**config.mk**
```make
export PLATFORM = sky130hd
export DESIGN_NAME = rrle_ctrl
export DESIGN_NICKNAME = d
export VERILOG_FILES = /design/src/rtl/rrle_pkg.sv /design/src/rtl/rrle_ctrl.sv
export SDC_FILE = /design/constraint.sdc
export NUM_CORES = 1
export LEC_CHECK = 0
export ABC_AREA = 1
export BUFFER_PORTS_ARGS = -buffer_cell sky130_fd_sc_hd__buf_4
export CAP_MARGIN = 20
export CORE_AREA = 2 2 39 41
export DETAILED_ROUTE_END_ITERATION = 12
export DIE_AREA = 0 0 41 43
export PLACE_DENSITY = 0.79
export SYNTH_ARGS = -nofsm -noshare
export SYNTH_HDL_FRONTEND = slang
export SYNTH_SLANG_ARGS = --single-unit
```
**constraint.sdc**
```tcl
create_clock -name clk -period 1.4 [get_ports clk]
set_input_delay 0.14 -clock clk [delete_from_list [all_inputs] [get_ports clk]]
set_output_delay 0.14 -clock clk [all_outputs]
set_load 0.005 [all_outputs]
```
**src/rtl/rrle_pkg.sv**
```systemverilog
// Shared constants, types and the pixel conversion function of the RGBE run-length decoder.
`default_nettype none

package rrle_pkg;

    // Store sizing and stream constants.
    localparam int MAX_WIDTH   = 4096;
    localparam int STORE_DEPTH = 4 * MAX_WIDTH;
    localparam int ADDR_W      = $clog2(STORE_DEPTH);
    localparam int EXP_OFFSET  = 128 + 8;
    localparam logic [7:0] CODED_FLAG = 8'h80;
    localparam logic [7:0] RUN_BASE   = 8'd128;
    localparam logic [7:0] HDR_MARK   = 8'd2;

    // Result status codes.
    localparam logic [2:0] ST_ACCEPTED  = 3'd0;
    localparam logic [2:0] ST_PIXEL     = 3'd1;
    localparam logic [2:0] ST_NONE      = 3'd2;
    localparam logic [2:0] ST_REFUSED   = 3'd3;
    localparam logic [2:0] ST_WIDTH_ERR = 3'd4;
    localparam logic [2:0] ST_COUNT_ERR = 3'd5;
    localparam logic [2:0] ST_DONE      = 3'd6;

    // Configuration register indexes.
    localparam logic CFG_LINE_WIDTH   = 1'b0;
    localparam logic CFG_IMAGE_HEIGHT = 1'b1;

    // What the latched transaction needs from the controller.
    typedef enum logic [1:0] {
        K_RESULT,
        K_COUNT,
        K_RUN,
        K_PULL
    } kind_t;

    // Commands from the controller to the datapath.
    typedef struct packed {
        logic       latch;
        logic       exec;
        logic       div_init;
        logic       div_step;
        logic       count_fin;
        logic       run_step;
        logic       rd_addr_en;
        logic [1:0] rd_addr_sel;
        logic       rd_cap_en;
        logic [1:0] rd_cap_sel;
        logic       conv;
    } dp_cmd_t;

    // Status from the datapath to the controller.
    typedef struct packed {
        kind_t kind;
        logic  can_load;
        logic  run_last;
    } dp_stat_t;

    // Exact IEEE single bits of m * 2^(e - EXP_OFFSET).
    function automatic logic [31:0] to_single(input logic [7:0] m, input logic [7:0] e);
        logic [2:0]  p;
        logic [9:0]  psum;
        logic [31:0] mant;
        logic [31:0] r;
        logic [4:0]  sh;
        p = 3'd0;
        for (int i = 0; i < 8; i++)
        begin
            if (m[i])
                p = i[2:0];
        end
        psum = {7'd0, p} + {2'd0, e};
        mant = {24'd0, m} << (5'd23 - {2'd0, p});
        sh   = e[4:0] + 5'd13;
        if (m == 8'd0)
            r = 32'd0;
        else if (psum >= 10'(EXP_OFFSET - 126))
            r = {1'b0, 8'(psum - 10'(EXP_OFFSET - 127)), mant[22:0]};
        else
            r = {24'd0, m} << sh;
        return r;
    endfunction

endpackage

`default_nettype wire

```
**src/rtl/rrle_ctrl.sv**
```systemverilog
// Controller state machine that sequences each transaction through the datapath.
`default_nettype none

module rrle_ctrl
    import rrle_pkg::*;
(
    input  wire logic     clk,
    input  wire logic     rst_n,
    input  wire logic     in_valid,
    output logic          in_ready,
    input  wire dp_stat_t stat,
    output dp_cmd_t       cmd
);

    typedef enum logic [2:0] {
        S_IDLE,
        S_EXEC,
        S_DIV,
        S_CFIN,
        S_RUN,
        S_READ,
        S_CONV
    } state_t;

    localparam logic [3:0] DIV_LAST = 4'd14;
    localparam logic [3:0] RD_LAST  = 4'd4;

    state_t     state_reg, state_next;
    logic [3:0] cnt_reg, cnt_next;

    assign in_ready = (state_reg == S_IDLE) && stat.can_load;

    // Command decode and next state.
    always_comb
    begin
        cmd         = '0;
        state_next  = state_reg;
        cnt_next    = cnt_reg;
        case (state_reg)
            S_IDLE:
            begin
                if (in_valid && in_ready)
                begin
                    cmd.latch  = 1'b1;
                    state_next = S_EXEC;
                end
            end
            S_EXEC:
            begin
                cnt_next = 4'd0;
                case (stat.kind)
                    K_COUNT:
                    begin
                        cmd.div_init = 1'b1;
                        state_next   = S_DIV;
                    end
                    K_RUN:   state_next = S_RUN;
                    K_PULL:  state_next = S_READ;
                    default:
                    begin
                        cmd.exec   = 1'b1;
                        state_next = S_IDLE;
                    end
                endcase
            end
            S_DIV:
            begin
                cmd.div_step = 1'b1;
                cnt_next     = cnt_reg + 4'd1;
                if (cnt_reg == DIV_LAST)
                    state_next = S_CFIN;
            end
            S_CFIN:
            begin
                cmd.count_fin = 1'b1;
                state_next    = S_IDLE;
            end
            S_RUN:
            begin
                cmd.run_step = 1'b1;
                if (stat.run_last)
                    state_next = S_IDLE;
            end
            S_READ:
            begin
                // Address plane n while capturing plane n-1.
                cmd.rd_addr_en  = cnt_reg != RD_LAST;
                cmd.rd_addr_sel = cnt_reg[1:0];
                cmd.rd_cap_en   = cnt_reg != 4'd0;
                cmd.rd_cap_sel  = 2'(cnt_reg - 4'd1);
                cnt_next        = cnt_reg + 4'd1;
                if (cnt_reg == RD_LAST)
                    state_next = S_CONV;
            end
            S_CONV:
            begin
                cmd.conv   = 1'b1;
                state_next = S_IDLE;
            end
            default: state_next = S_IDLE;
        endcase
    end

    // State register.
    always_ff @(posedge clk or negedge rst_n)
    begin
        if (!rst_n)
        begin
            state_reg <= S_IDLE;
            cnt_reg   <= 4'd0;
        end
        else
        begin
            state_reg <= state_next;
            cnt_reg   <= cnt_next;
        end
    end

endmodule

`default_nettype wire
```
==> flow_summary.yaml <==
min_path:
  hold_class: "in -> reg"
drt:
  first_pass_iters: 4
  vias: 671
  ant_nets: 0
  avgViaCountPerCell: 5.12
  totalWireLength_um: 1830
  drc: 0
  wl_per_cell_um: 13.9
  drtIter0Drc: 9
run:
  max_cap_violations: 0
synth:
  syn_nets: 86
  syn_area_per_cell_um2: 7.16
  synth_top_area_cell: "dfrtp_1"
  synth_top_flop_cell: "dfrtp_1"
  synth_edf_count: 0
  synth_area_um2: 544
  synth.top_cell.area_share_pct: 32.2
  synthArstFlopShare_pct: 100
  synth_top_cells_by_area: "dfrtp_1 (32%), nand2_1 (9.0%), nor2_1 (8.3%), ha_1 (6.9%), inv_1 (6.9%)"
  yosys_warnings: 0
  postSynthCellCount: 76
  ys_seq_area_share_pct: 32.2
  ys_top_cells_by_count: "nand2_1 (13), nor2_1 (12), inv_1 (10), dfrtp_1 (7)"
  synth_most_common_cell: "nand2_1"
  synth.distinct_cells: 24
  ys_ff_latch: 7
placement:
  portBuffers: 20
  hpwlAfterDp_um: 995
  place.gp.congestion: 0.759
die:
  die-area_um2: 1760
  start_util_pct: 39.3
  fp.dieW_um: 41
  rows: 14
  chipHeight_um: 43
  core_um2: 1380
  io_pins: 21
pwr:
  clkPwrFrac_pct: 11.4
  pwr-share-seq_pct: 23.0
  power_density_nw_per_um2: 1750
  combPwrFrac_pct: 65.6
  power.internal_mw: 0.890
  power_switching_mw: 0.739
  p_leak_nw: 0.470
  netSwitchingFraction_pct: 45.4
  peakVddDrop_mv: 1.10
grt:
  grt_max_degree: 8
  antenna_found_initial: 0
  grt-ovfl-total: 0
  grt_pass1_wl_um: 2170
  track_usage_pct: 18.3
  grt_pass1_vias: 562
final_layout:
  drive_above_1_share_pct: 53.9
  multi_input_area_um2: 375
  fillers: 112
  area_growth_pct: 71.0
  largest_reg_flops: 4
  final_net_count: 126
  num_antenna_cells: 0
  regArea_um2: 179
  finalCoreUtilization_pct: 67.3
setup_path:
  start_kind: "register"
  worstSetupPathType: "reg -> out"
  critPathSlowestCell: "dfrtp_2"
  cpPeakStageDelay_ns: 0.42
  critPathMaxFanout: 5
  crit_path_end_kind: "output port"
  cp_cell_sequence: "inv_2 -> nor2_1 -> nand4_1 -> inv_1 -> buf_4"
  crit_arrival_ns: 1.30
  cp_top_family: "flip-flops"
  crit_buf_inv: 3
  critPathRequiredTime_ns: 1.26
clock_network:
  numCtsBuffers: 3
  clock_path_buffers: 2
  clkTransAtPathRegs_ns: 0.05
  cts-root-buf: "clkbuf_4"
  insertion_delay_ns: 0.26
  cts_tree: "yes"
  cts_sinks: 7
  cts.htree.levels: 1
timing:
  slew_headroom_pct: 82.5
  fin_ws_ns: -0.0355
  worst_pin_slew_ns: 0.262
  setup_viol: 2
  grt_setup_unrepaired: "true"
  finClkSkew_ns: 0.00783
  period_needed_ns: 1.44
  tns_ns: -0.0381
  fmax_mhz: 697
  drv_slew: 0
  min_period_over_period_pct: 103
  finalHoldViolCount: 0
run_status:
  outcome: "complete, but fails checks"
  violations: "negative setup slack"
[timing repair]
item,in CTS,in global routing
pin swaps,1,6
cloned,0,0
hold buffers,1,0
endpoints found under the hold margin,7,0
buffers inserted,6,8
gates resized for setup,9,12
setup endpoints to repair,5,5
[path summary, 6_finish.rpt]
kind / endpoint / depth (start not counted) / slack [ns] / startpoint
max: cmd[10] / 5 / -0.04 / state_reg[0]$_DFFE_PN0P_
min: state_reg[2]$_DFFE_PN0P_ / 4 / 0.21 / stat[0]
max reg2reg: state_reg[0]$_DFFE_PN0P_ / 9 / 0 / cnt_reg[1]$_DFFE_PN0P_
min reg2reg: cnt_reg[2]$_DFFE_PN0P_ / 2 / 0.63 / cnt_reg[2]$_DFFE_PN0P_
max in group asynchronous: state_reg[1]$_DFFE_PN0P_ / 2 / 1.05 / rst_n
min in group asynchronous: cnt_reg[3]$_DFFE_PN0P_ / 2 / 0.23 / rst_n
[area by class of cell]
cell class / count / share of cell area, %
Multi-Input combinational cell: 55 / 40.3
Sequential cell: 7 / 19.2
Tap cell: 16 / 2.15
Inverter: 14 / 6.18
Clock buffer: 4 / 2.82
Timing Repair Buffer: 35 / 29.3
[layout by cell type, fill, tap and decap left out, types with 2 or more instances in the layout]
cell type	count
a21oi_1	2
buf_4	32
buf_6	2
clkbuf_4	3
dfrtp_1	4
dfrtp_2	3
ha_1	2
inv_1	8
inv_2	4
inv_4	2
nand2_1	11
nand2_2	2
nand3_1	4
nand4_1	2
nor2_1	10
nor2_2	4
nor2_4	2
o21ai_1	3
[worst register-to-register path, stage by stage (launching register included)]
cell,delay [ns]
dfrtp_1,0.40
inv_2,0.09
ha_4,0.17
nand2_4,0.06
nor2_4,0.13
nor2_4,0.06
buf_4,0.13
nor2_2,0.13
nand3_1,0.09
nand2_1,0.08
[metal layers]
metal	vias up	GRT usage (%)	routed length (µm)
li1	324	-	-
met1	308	17.8	635
met2	31	34.4	993
met3	8	6.28	123
met4	0	3.33	74
met5	-	0	0
[stage by stage]
| step | area [µm²] | hold WS (ns) | instances | power (mW) | setup slack (ns) |
|---|---|---|---|---|---|
| 2_1_floorplan | 544 | -0.156 | 76 | 0.804 | 0.157 |
| 3_3_place_gp | 714 | -0.0455 | 112 | 1.01 | 0.106 |
| 3_5_place_dp | 714 | -0.0455 | 112 | 1.03 | 0.0443 |
| 4_1_cts | 821 | 0.214 | 123 | 1.38 | 0.00708 |
| 5_1_grt | 931 | 0.237 | 131 | 1.74 | -0.0833 |
| 6_report | 931 | 0.213 | 131 | 1.63 | -0.0355 |
[cell families (layout without fill, tap and decap cells)]
family | after synthesis | after routing | synth area share, %
AO/OA/AOI/OAI | 8 | 8 | 7.82
XOR/XNOR | 2 | 2 | 3.22
adder cells (fa/ha/maj) | 3 | 3 | 6.90
buffers and inverters | 14 | 53 | 9.66
flip-flops | 7 | 7 | 32.2
AND/OR/NAND/NOR | 42 | 42 | 40.2
[power by group through the flow]
stage	Clock, mW	Combinational, mW	Sequential, mW
floorplan	0	0.453	0.351
global placement	0	0.646	0.368
detailed placement	0	0.662	0.370
CTS	0.189	0.825	0.362
global route	0.205	1.16	0.379
finish	0.186	1.07	0.375
(Power assumes the default switching activity.)
